<file path="config.mk">
export PLATFORM = sky130hd
export DESIGN_NAME = imu_serial_frame_decoder
export DESIGN_NICKNAME = d
export VERILOG_FILES = /design/src/sv/isfd_pkg.sv /design/src/sv/isfd_front.sv /design/src/sv/isfd_queue.sv /design/src/sv/isfd_back.sv /design/src/sv/imu_serial_frame_decoder.sv
export VERILOG_INCLUDE_DIRS = /design/src /design/src/sv
export SDC_FILE = /design/constraint.sdc
export NUM_CORES = 1
export LEC_CHECK = 0
export BUFFER_PORTS_ARGS = -buffer_cell sky130_fd_sc_hd__buf_2
export CORE_UTILIZATION = 55
export CTS_CLUSTER_DIAMETER = 100
export DETAILED_ROUTE_END_ITERATION = 8
export PLACE_DENSITY = 0.73
export RECOVER_POWER = 25
export SLEW_MARGIN = 30
export SYNTH_ARGS = -nofsm -noshare
export SYNTH_HDL_FRONTEND = slang
export SYNTH_HIERARCHICAL = 1
export SYNTH_SLANG_ARGS = --single-unit
</file>
<file path="constraint.sdc">
create_clock -name aclk -period 6.56 [get_ports aclk]
set_input_delay 0.328 -clock aclk [delete_from_list [all_inputs] [get_ports aclk]]
set_output_delay 0.328 -clock aclk [all_outputs]
set_load 0.01 [all_outputs]
</file>
<file path="src/sv/imu_serial_frame_decoder_macros.svh">
// Assertion macros shared by the serial frame decoder.
// No dependencies; included by the top level only.
`ifndef IMU_SERIAL_FRAME_DECODER_MACROS_SVH
`define IMU_SERIAL_FRAME_DECODER_MACROS_SVH

// Condition must never hold outside reset.
`define ISFD_ASSERT_NEVER(label, clk, rst_n, cond) \
    label: assert property (@(posedge clk) disable iff (!rst_n) !(cond)) \
        else $error("isfd check failed: never");

// Antecedent in one cycle implies consequent in the next.
`define ISFD_ASSERT_NEXT(label, clk, rst_n, ante, cons) \
    label: assert property (@(posedge clk) disable iff (!rst_n) (ante) |=> (cons)) \
        else $error("isfd check failed: next cycle");

`endif

</file>
<file path="src/sv/isfd_pkg.sv">
// Types and constants for the serial frame decoder.
// No dependencies; imported by every decoder module.
`default_nettype none

package isfd_pkg;

    localparam int unsigned BYTE_W        = 8;
    localparam int unsigned RAW_W         = 16;
    localparam int unsigned AXIS_W        = 23;
    localparam int unsigned PROD_W        = 23;
    localparam int unsigned TEMP_W        = 16;
    localparam int unsigned SCALE_W       = 8;
    localparam int unsigned POS_W         = 4;
    localparam int unsigned PAYLOAD_BYTES = 8;
    localparam int unsigned PAYLOAD_IDX_W = 3;
    localparam int unsigned FRAME_BYTES   = 11;
    localparam int unsigned TDATA_W       = 88;
    localparam int unsigned TDATA_PAD_W   = TDATA_W - 3 * AXIS_W - TEMP_W;

    // Byte codes
    localparam logic [BYTE_W-1:0] HEADER_BYTE = 8'h55;
    localparam logic [BYTE_W-1:0] TYPE_RATE   = 8'h52;
    localparam logic [BYTE_W-1:0] TYPE_ANGLE  = 8'h53;

    // Fixed-point scale factors
    localparam logic signed [SCALE_W-1:0] RATE_SCALE  = 8'sd125;
    localparam logic signed [SCALE_W-1:0] ANGLE_SCALE = 8'sd45;

    // Positions within a frame
    localparam logic [POS_W-1:0] POS_IDLE       = 4'd0;
    localparam logic [POS_W-1:0] POS_TYPE       = 4'd1;
    localparam logic [POS_W-1:0] POS_DATA_FIRST = 4'd2;
    localparam logic [POS_W-1:0] POS_CHECKSUM   = POS_W'(FRAME_BYTES - 1);
    localparam logic [POS_W-1:0] POS_END        = POS_W'(FRAME_BYTES);

    typedef enum logic {
        KIND_RATE  = 1'b0,
        KIND_ANGLE = 1'b1
    } frame_kind_t;

    // One completed frame waiting to be scaled
    typedef struct packed {
        frame_kind_t              kind;
        logic signed [RAW_W-1:0]  x_raw;
        logic signed [RAW_W-1:0]  y_raw;
        logic signed [RAW_W-1:0]  z_raw;
        logic signed [RAW_W-1:0]  temp_raw;
    } frame_rec_t;

    // Queue status seen by both sides
    typedef struct packed {
        logic full;
        logic empty;
    } q_status_t;

endpackage

`default_nettype wire

</file>
<file path="src/sv/isfd_front.sv">
// Front end: accepts serial bytes and assembles frames.
// Depends on isfd_pkg; pushes completed rate and angle frames into isfd_queue.
`default_nettype none

module isfd_front (
    input  wire logic                       aclk,
    input  wire logic                       aresetn,
    input  wire logic                       s_valid,
    output logic                            s_ready,
    input  wire logic [isfd_pkg::BYTE_W-1:0] s_byte,
    input  wire isfd_pkg::q_status_t        q_status,
    output logic                            push,
    output isfd_pkg::frame_rec_t            push_rec
);
    import isfd_pkg::*;

    logic [POS_W-1:0]  pos_reg, pos_next;
    logic [BYTE_W-1:0] type_reg;
    logic [BYTE_W-1:0] payload_reg [PAYLOAD_BYTES];
    logic              at_checksum;
    logic              known_type;
    logic              accept;
    logic [PAYLOAD_IDX_W-1:0] data_off;

    // Frame classification
    assign at_checksum = (pos_reg == POS_CHECKSUM);
    assign known_type  = (type_reg == TYPE_RATE) || (type_reg == TYPE_ANGLE);

    // Stall only the checksum byte of a reported frame while the queue is full
    assign s_ready = !(at_checksum && known_type && q_status.full);
    assign accept  = s_valid && s_ready;
    assign push    = accept && at_checksum && known_type;
    assign data_off = PAYLOAD_IDX_W'(pos_reg - POS_DATA_FIRST);

    // Next byte position
    always_comb begin
        pos_next = pos_reg;
        if (accept) begin
            if (pos_reg == POS_IDLE || pos_reg >= POS_END) begin
                pos_next = (s_byte == HEADER_BYTE) ? POS_TYPE : POS_IDLE;
            end else if (pos_reg == POS_TYPE) begin
                pos_next = POS_DATA_FIRST;
            end else if (pos_reg < POS_CHECKSUM) begin
                pos_next = pos_reg + POS_W'(1);
            end else begin
                pos_next = POS_IDLE;
            end
        end
    end

    always_ff @(posedge aclk) begin
        if (!aresetn) begin
            pos_reg <= POS_IDLE;
        end else begin
            pos_reg <= pos_next;
        end
    end

    // Type and payload capture
    always_ff @(posedge aclk) begin
        if (accept && pos_reg == POS_TYPE) begin
            type_reg <= s_byte;
        end
        if (accept && pos_reg >= POS_DATA_FIRST && pos_reg < POS_CHECKSUM) begin
            payload_reg[data_off] <= s_byte;
        end
    end

    // Little-endian words of the finished frame
    always_comb begin
        push_rec.kind     = (type_reg == TYPE_ANGLE) ? KIND_ANGLE : KIND_RATE;
        push_rec.x_raw    = {payload_reg[1], payload_reg[0]};
        push_rec.y_raw    = {payload_reg[3], payload_reg[2]};
        push_rec.z_raw    = {payload_reg[5], payload_reg[4]};
        push_rec.temp_raw = {payload_reg[7], payload_reg[6]};
    end

endmodule

`default_nettype wire

</file>
<file path="src/sv/isfd_queue.sv">
// Short frame queue between the assembler and the scaler.
// Depends on isfd_pkg for the frame record and status types.
`default_nettype none

module isfd_queue #(
    parameter int unsigned DEPTH = 2
) (
    input  wire logic                 aclk,
    input  wire logic                 aresetn,
    input  wire logic                 push,
    input  wire isfd_pkg::frame_rec_t push_rec,
    input  wire logic                 pop,
    output isfd_pkg::frame_rec_t      head_rec,
    output isfd_pkg::q_status_t       status
);
    import isfd_pkg::*;

    localparam int unsigned PTR_W = (DEPTH > 1) ? $clog2(DEPTH) : 1;
    localparam int unsigned CNT_W = $clog2(DEPTH + 1);
    localparam logic [PTR_W-1:0] PTR_LAST = PTR_W'(DEPTH - 1);
    localparam logic [CNT_W-1:0] CNT_FULL = CNT_W'(DEPTH);

    frame_rec_t        slot_reg [DEPTH];
    logic [PTR_W-1:0]  wr_ptr_reg, wr_ptr_next;
    logic [PTR_W-1:0]  rd_ptr_reg, rd_ptr_next;
    logic [CNT_W-1:0]  count_reg, count_next;

    assign status.full  = (count_reg == CNT_FULL);
    assign status.empty = (count_reg == '0);
    assign head_rec     = slot_reg[rd_ptr_reg];

    // Pointer and occupancy update
    always_comb begin
        wr_ptr_next = wr_ptr_reg;
        rd_ptr_next = rd_ptr_reg;
        count_next  = count_reg;
        if (push) begin
            wr_ptr_next = (wr_ptr_reg == PTR_LAST) ? '0 : wr_ptr_reg + PTR_W'(1);
        end
        if (pop) begin
            rd_ptr_next = (rd_ptr_reg == PTR_LAST) ? '0 : rd_ptr_reg + PTR_W'(1);
        end
        if (push && !pop) begin
            count_next = count_reg + CNT_W'(1);
        end else if (pop && !push) begin
            count_next = count_reg - CNT_W'(1);
        end
    end

    always_ff @(posedge aclk) begin
        if (!aresetn) begin
            wr_ptr_reg <= '0;
            rd_ptr_reg <= '0;
            count_reg  <= '0;
        end else begin
            wr_ptr_reg <= wr_ptr_next;
            rd_ptr_reg <= rd_ptr_next;
            count_reg  <= count_next;
        end
    end

    // Storage
    always_ff @(posedge aclk) begin
        if (push) begin
            slot_reg[wr_ptr_reg] <= push_rec;
        end
    end

endmodule

`default_nettype wire

</file>
<file path="src/sv/isfd_back.sv">
// Back end: scales queued frames and holds the result for the output.
// Depends on isfd_pkg; pops records from isfd_queue.
`default_nettype none

module isfd_back (
    input  wire logic                          aclk,
    input  wire logic                          aresetn,
    input  wire isfd_pkg::q_status_t           q_status,
    input  wire isfd_pkg::frame_rec_t          head_rec,
    output logic                               pop,
    output logic                               m_valid,
    input  wire logic                          m_ready,
    output isfd_pkg::frame_kind_t              m_kind,
    output logic signed [isfd_pkg::AXIS_W-1:0] m_x,
    output logic signed [isfd_pkg::AXIS_W-1:0] m_y,
    output logic signed [isfd_pkg::AXIS_W-1:0] m_z,
    output logic signed [isfd_pkg::TEMP_W-1:0] m_temp
);
    import isfd_pkg::*;

    logic                        out_valid_reg;
    frame_kind_t                 kind_reg;
    logic signed [AXIS_W-1:0]    x_reg, y_reg, z_reg;
    logic signed [TEMP_W-1:0]    temp_reg;
    logic signed [SCALE_W-1:0]   scale;
    logic signed [PROD_W-1:0]    x_prod, y_prod, z_prod;

    // Load a new result when the output slot is free or being taken
    assign pop = !q_status.empty && (!out_valid_reg || m_ready);

    // Constant scaling, exact in fixed point
    assign scale  = (head_rec.kind == KIND_ANGLE) ? ANGLE_SCALE : RATE_SCALE;
    assign x_prod = head_rec.x_raw * scale;
    assign y_prod = head_rec.y_raw * scale;
    assign z_prod = head_rec.z_raw * scale;

    always_ff @(posedge aclk) begin
        if (!aresetn) begin
            out_valid_reg <= 1'b0;
        end else if (pop) begin
            out_valid_reg <= 1'b1;
        end else if (m_ready) begin
            out_valid_reg <= 1'b0;
        end
    end

    // Result payload
    always_ff @(posedge aclk) begin
        if (pop) begin
            kind_reg <= head_rec.kind;
            x_reg    <= x_prod[AXIS_W-1:0];
            y_reg    <= y_prod[AXIS_W-1:0];
            z_reg    <= z_prod[AXIS_W-1:0];
            temp_reg <= head_rec.temp_raw;
        end
    end

    assign m_valid = out_valid_reg;
    assign m_kind  = kind_reg;
    assign m_x     = x_reg;
    assign m_y     = y_reg;
    assign m_z     = z_reg;
    assign m_temp  = temp_reg;

endmodule

`default_nettype wire

</file>
<file path="src/sv/imu_serial_frame_decoder.sv">
// A finished frame passes through the frame queue and then the output register.
// Throughput: one byte per cycle but for the stall below; the scaler drains one frame
// per cycle while its output is free or taken. The input stalls only on the checksum
// byte of a rate or angle frame while the frame queue (QUEUE_DEPTH entries) is full.
// Reset: synchronous, active low; clears byte position, queue and output
// valid. No clearing pass.
`default_nettype none

module imu_serial_frame_decoder #(
    parameter int unsigned QUEUE_DEPTH = 2
) (
    input  wire logic                            aclk,
    input  wire logic                            aresetn,
    // Byte input
    input  wire logic                            s_axis_tvalid,
    output logic                                 s_axis_tready,
    input  wire logic [7:0]                      s_axis_tdata,  // [7:0] rx_byte
    // Result output
    output logic                                 m_axis_tvalid,
    input  wire logic                            m_axis_tready,
    // [22:0] x_value, [45:23] y_value, [68:46] z_value, [84:69] temperature, pad
    output logic [isfd_pkg::TDATA_W-1:0]         m_axis_tdata,
    output logic [0:0]                           m_axis_tuser   // [0] frame_kind
);
    import isfd_pkg::*;

`include "imu_serial_frame_decoder_macros.svh"

    q_status_t               q_status;
    frame_rec_t              push_rec;
    frame_rec_t              head_rec;
    logic                    push;
    logic                    pop;
    frame_kind_t             res_kind;
    logic signed [AXIS_W-1:0] res_x, res_y, res_z;
    logic signed [TEMP_W-1:0] res_temp;

    // Frame assembly
    isfd_front u_front (
        .aclk     (aclk),
        .aresetn  (aresetn),
        .s_valid  (s_axis_tvalid),
        .s_ready  (s_axis_tready),
        .s_byte   (s_axis_tdata),
        .q_status (q_status),
        .push     (push),
        .push_rec (push_rec)
    );

    // Decoupling queue
    isfd_queue #(
        .DEPTH (QUEUE_DEPTH)
    ) u_queue (
        .aclk     (aclk),
        .aresetn  (aresetn),
        .push     (push),
        .push_rec (push_rec),
        .pop      (pop),
        .head_rec (head_rec),
        .status   (q_status)
    );

    // Scaling and output register
    isfd_back u_back (
        .aclk     (aclk),
        .aresetn  (aresetn),
        .q_status (q_status),
        .head_rec (head_rec),
        .pop      (pop),
        .m_valid  (m_axis_tvalid),
        .m_ready  (m_axis_tready),
        .m_kind   (res_kind),
        .m_x      (res_x),
        .m_y      (res_y),
        .m_z      (res_z),
        .m_temp   (res_temp)
    );

    assign m_axis_tdata = {{TDATA_PAD_W{1'b0}}, res_temp, res_z, res_y, res_x};
    assign m_axis_tuser = res_kind;

    // Checks
    `ISFD_ASSERT_NEVER(a_no_push_when_full, aclk, aresetn, push && q_status.full)
    `ISFD_ASSERT_NEXT(a_push_fills_queue, aclk, aresetn, push, !q_status.empty)
    `ISFD_ASSERT_NEXT(a_pop_gives_result, aclk, aresetn, pop, m_axis_tvalid)

endmodule

`default_nettype wire
</file>
==> impl_metrics.ini <==
[floorplanning]
die_area_um2 = 37600
initial_core_util_pct = 56.4
io_pins = 103
die_h_um = 194
rows = 69
core-area_um2 = 35900
die_x_um = 194

[logic_synthesis]
ys_seq_area_share_pct = 43.7
synth_compound_area_share_pct = 5.34
synth_top_family_by_area = adder cells
synth_edf_count = 288
synthMuxAreaShare_pct = 3.76
synth_top_cell_by_area = edfxtp_1
synthCells = 1636
synthDistinctLibCells = 70
yosysMostFrequentCell = inv_1
synth_xor_area_share_pct = 2.68
synthTopCellsByArea = edfxtp_1 43%, fa_1 18%, ha_1 11%, inv_1 8.3%, mux2_2 3.6%
syn_area_um2 = 20300
synth_simple_gate_area_share_pct = 5.50
avgSynthCellArea_um2 = 12.4
synth_seq_cells = 298
synth_top_area_share_pct = 42.7
yosysWarnings = 6
synth_commonest_cells = 450 x inv_1, 288 x edfxtp_1, 186 x fa_1, 186 x ha_1, 65 x mux2_2
synthAdderAreaFrac_pct = 29.9
synth_top_flop_cell = edfxtp_1
async_flop_share_pct = 0

[cells_and_area]
diodes = 0
nets = 2140
syn_to_final_growth_pct = 10.5
final_core_util_pct = 62.3
final_cells = 2242
drive_above_1_share_pct = 13.0
largest_reg_flops = 130

[clocking]
cts_num_sinks = 298
ctsHoldBuffers = 0
clock_latency_ns = 0.59
clkTransAtPathRegs_ns = 0.06
cts_buffers = 31
htree_levels = 1
clockRootBuffer = clkbuf_16
cts_setup_buffers = 0
post_cts_resized = 0
cts_tree = done
cts_max_path_buffers = 3

[setup_path]
cp_cell_sequence = buf_12 > mux2_2 > nor2b_1 > fa_1 > inv_1 > fa_1 > inv_1 > fa_1 > inv_1 > fa_1 > inv_1 > ha_1 > a21oi_1 > nor2b_1 > nor4b_1 > o211ai_1 > a21oi_1 > xnor2_1
cp_slowest_stage_delay_ns = 0.64
cp_max_fo = 32
path_delay_family = adder cells
cp_num_buf_inv = 5
crit_path_end_kind = flip-flop
crit_slowest_cell = nor4b_1
start_kind = flip-flop
path_class = reg -> reg
arrival_ns = 6.09
required_ns = 6.89

[run_status]
status = completed

[grt]
grt-ovfl-total = 0
grt_max_degree = 56
antenna_found_initial = 1
grt_pass1_vias = 12200
grtUsageTotal_pct = 19.5
grt_pass1_wl_mm = 58.8

[route]
vias = 11500
drt_first_iter_violations = 535
vias_per_cell = 5.13
drc = 0
wire_per_inst_um = 15.6
wirelength_mm = 34.9
ant_nets = 0
dr.pass1.iters = 7

[sta]
worstMarginPinSlew_ns = 0.831
clock_skew_ns = 0.0187
tns_ns = 0
rsz0062_at_grt = false
timing.fmax_ghz = 0.174
holdWs_ns = 0.0588
min_period_ns = 5.76
finalCritPeriodShare_pct = 87.8
slew_headroom_pct = 44.6
hold_violations = 0
slew_viol_final = 0
setup_viol = 0

[place]
gp_congestion = 0.833
port_buffers = 99
dp_cells = 2183
hpwlAfterDp_mm = 25.8

[run]
cap_violations = 0

[min_path]
worstHoldPathType = in -> reg
## worst reg2reg max path, stage by stage (launching register included)
cell and delay [ns]:
dfxtp_2 0.58, buf_12 0.26, mux2_2 0.47, nor2b_1 0.18
fa_1 0.51, inv_1 0.05, fa_1 0.47, inv_1 0.05
fa_1 0.53, inv_1 0.05, fa_1 0.52, inv_1 0.04
ha_1 0.35, a21oi_1 0.21, nor2b_1 0.10, nor4b_1 0.64
o211ai_1 0.22, a21oi_1 0.21, xnor2_1 0.08
## final cells by class
class                      count  area (um2)
clock inverter                26         287
clock buffer                  32         779
timing repair buffer         111         613
inverter                     451        1690
multi-input combinational    863        9590
fill                        2748       13500
sequential                   298        8850
tap                          461         577
## per-layer routing
layer / vias to the layer above / share of wire, % / GRT usage [%]
met1: 5685 / 45 / 26.1
met3: 36 / 3.9 / 2.80
met5: - / 0 / 0
li1: 5596 / - / -
met2: 191 / 50 / 34.0
met4: 0 / 1.4 / 4.00
## final timing paths
path                            slack [ns]                       from                 endpoint  cells past startpoint
worst max-delay path                  0.80                  flip-flop           u_back/m_x[22]                     18
worst min-delay path                  0.06              m_axis_tready           u_back/m_valid                      3
worst max register to register        0.80                  flip-flop           u_back/m_x[22]                     18
worst min register to register        0.44  u_front/payload_reg[4][2]  u_queue/slot_reg[0][18]                      0
## stage by stage
stage | cell area (um2) | setup slack [ns]
after floorplan | 20300 | 1.04
after global placement | 21300 | 0.893
after detailed placement | 21300 | 0.797
after CTS | 22400 | 0.809
after global routing | 22400 | 0.392
final | 22400 | 0.798
## cells by family after synthesis
kind of cell / count (synthesis)
AO/OA/AOI/OAI: 157
XOR/XNOR: 62
adder cells (fa/ha/maj): 372
buffers and inverters: 477
flip-flops: 298
multiplexers: 68
other: 1
AND/OR/NAND/NOR: 201
## layout by cell type (no fill, tap or decap), types with 5 or more instances in the layout
cell type,n
a211oi_1,8
a21o_1,14
a21oi_1,39
a31oi_1,5
and2_1,6
and3_1,9
buf_2,91
buf_4,9
bufinv_16,5
clkbuf_1,9
clkbuf_16,31
clkinv_1,8
dfxtp_1,9
edfxtp_1,288
fa_1,186
ha_1,186
inv_1,450
mux2_2,65
nand2_1,19
nand2b_1,15
nand3_1,13
nand4_1,6
nor2_1,44
nor2b_1,42
nor3_1,11
o211ai_1,9
o21a_1,13
o21ai_0,18
o21ai_1,8
o21bai_1,6
or3_1,6
xnor2_1,48
xor2_1,14
Power is left out: the tool's default activity adds up to more than one toggle a clock period on the data nets, which glitch-free logic cannot reach.
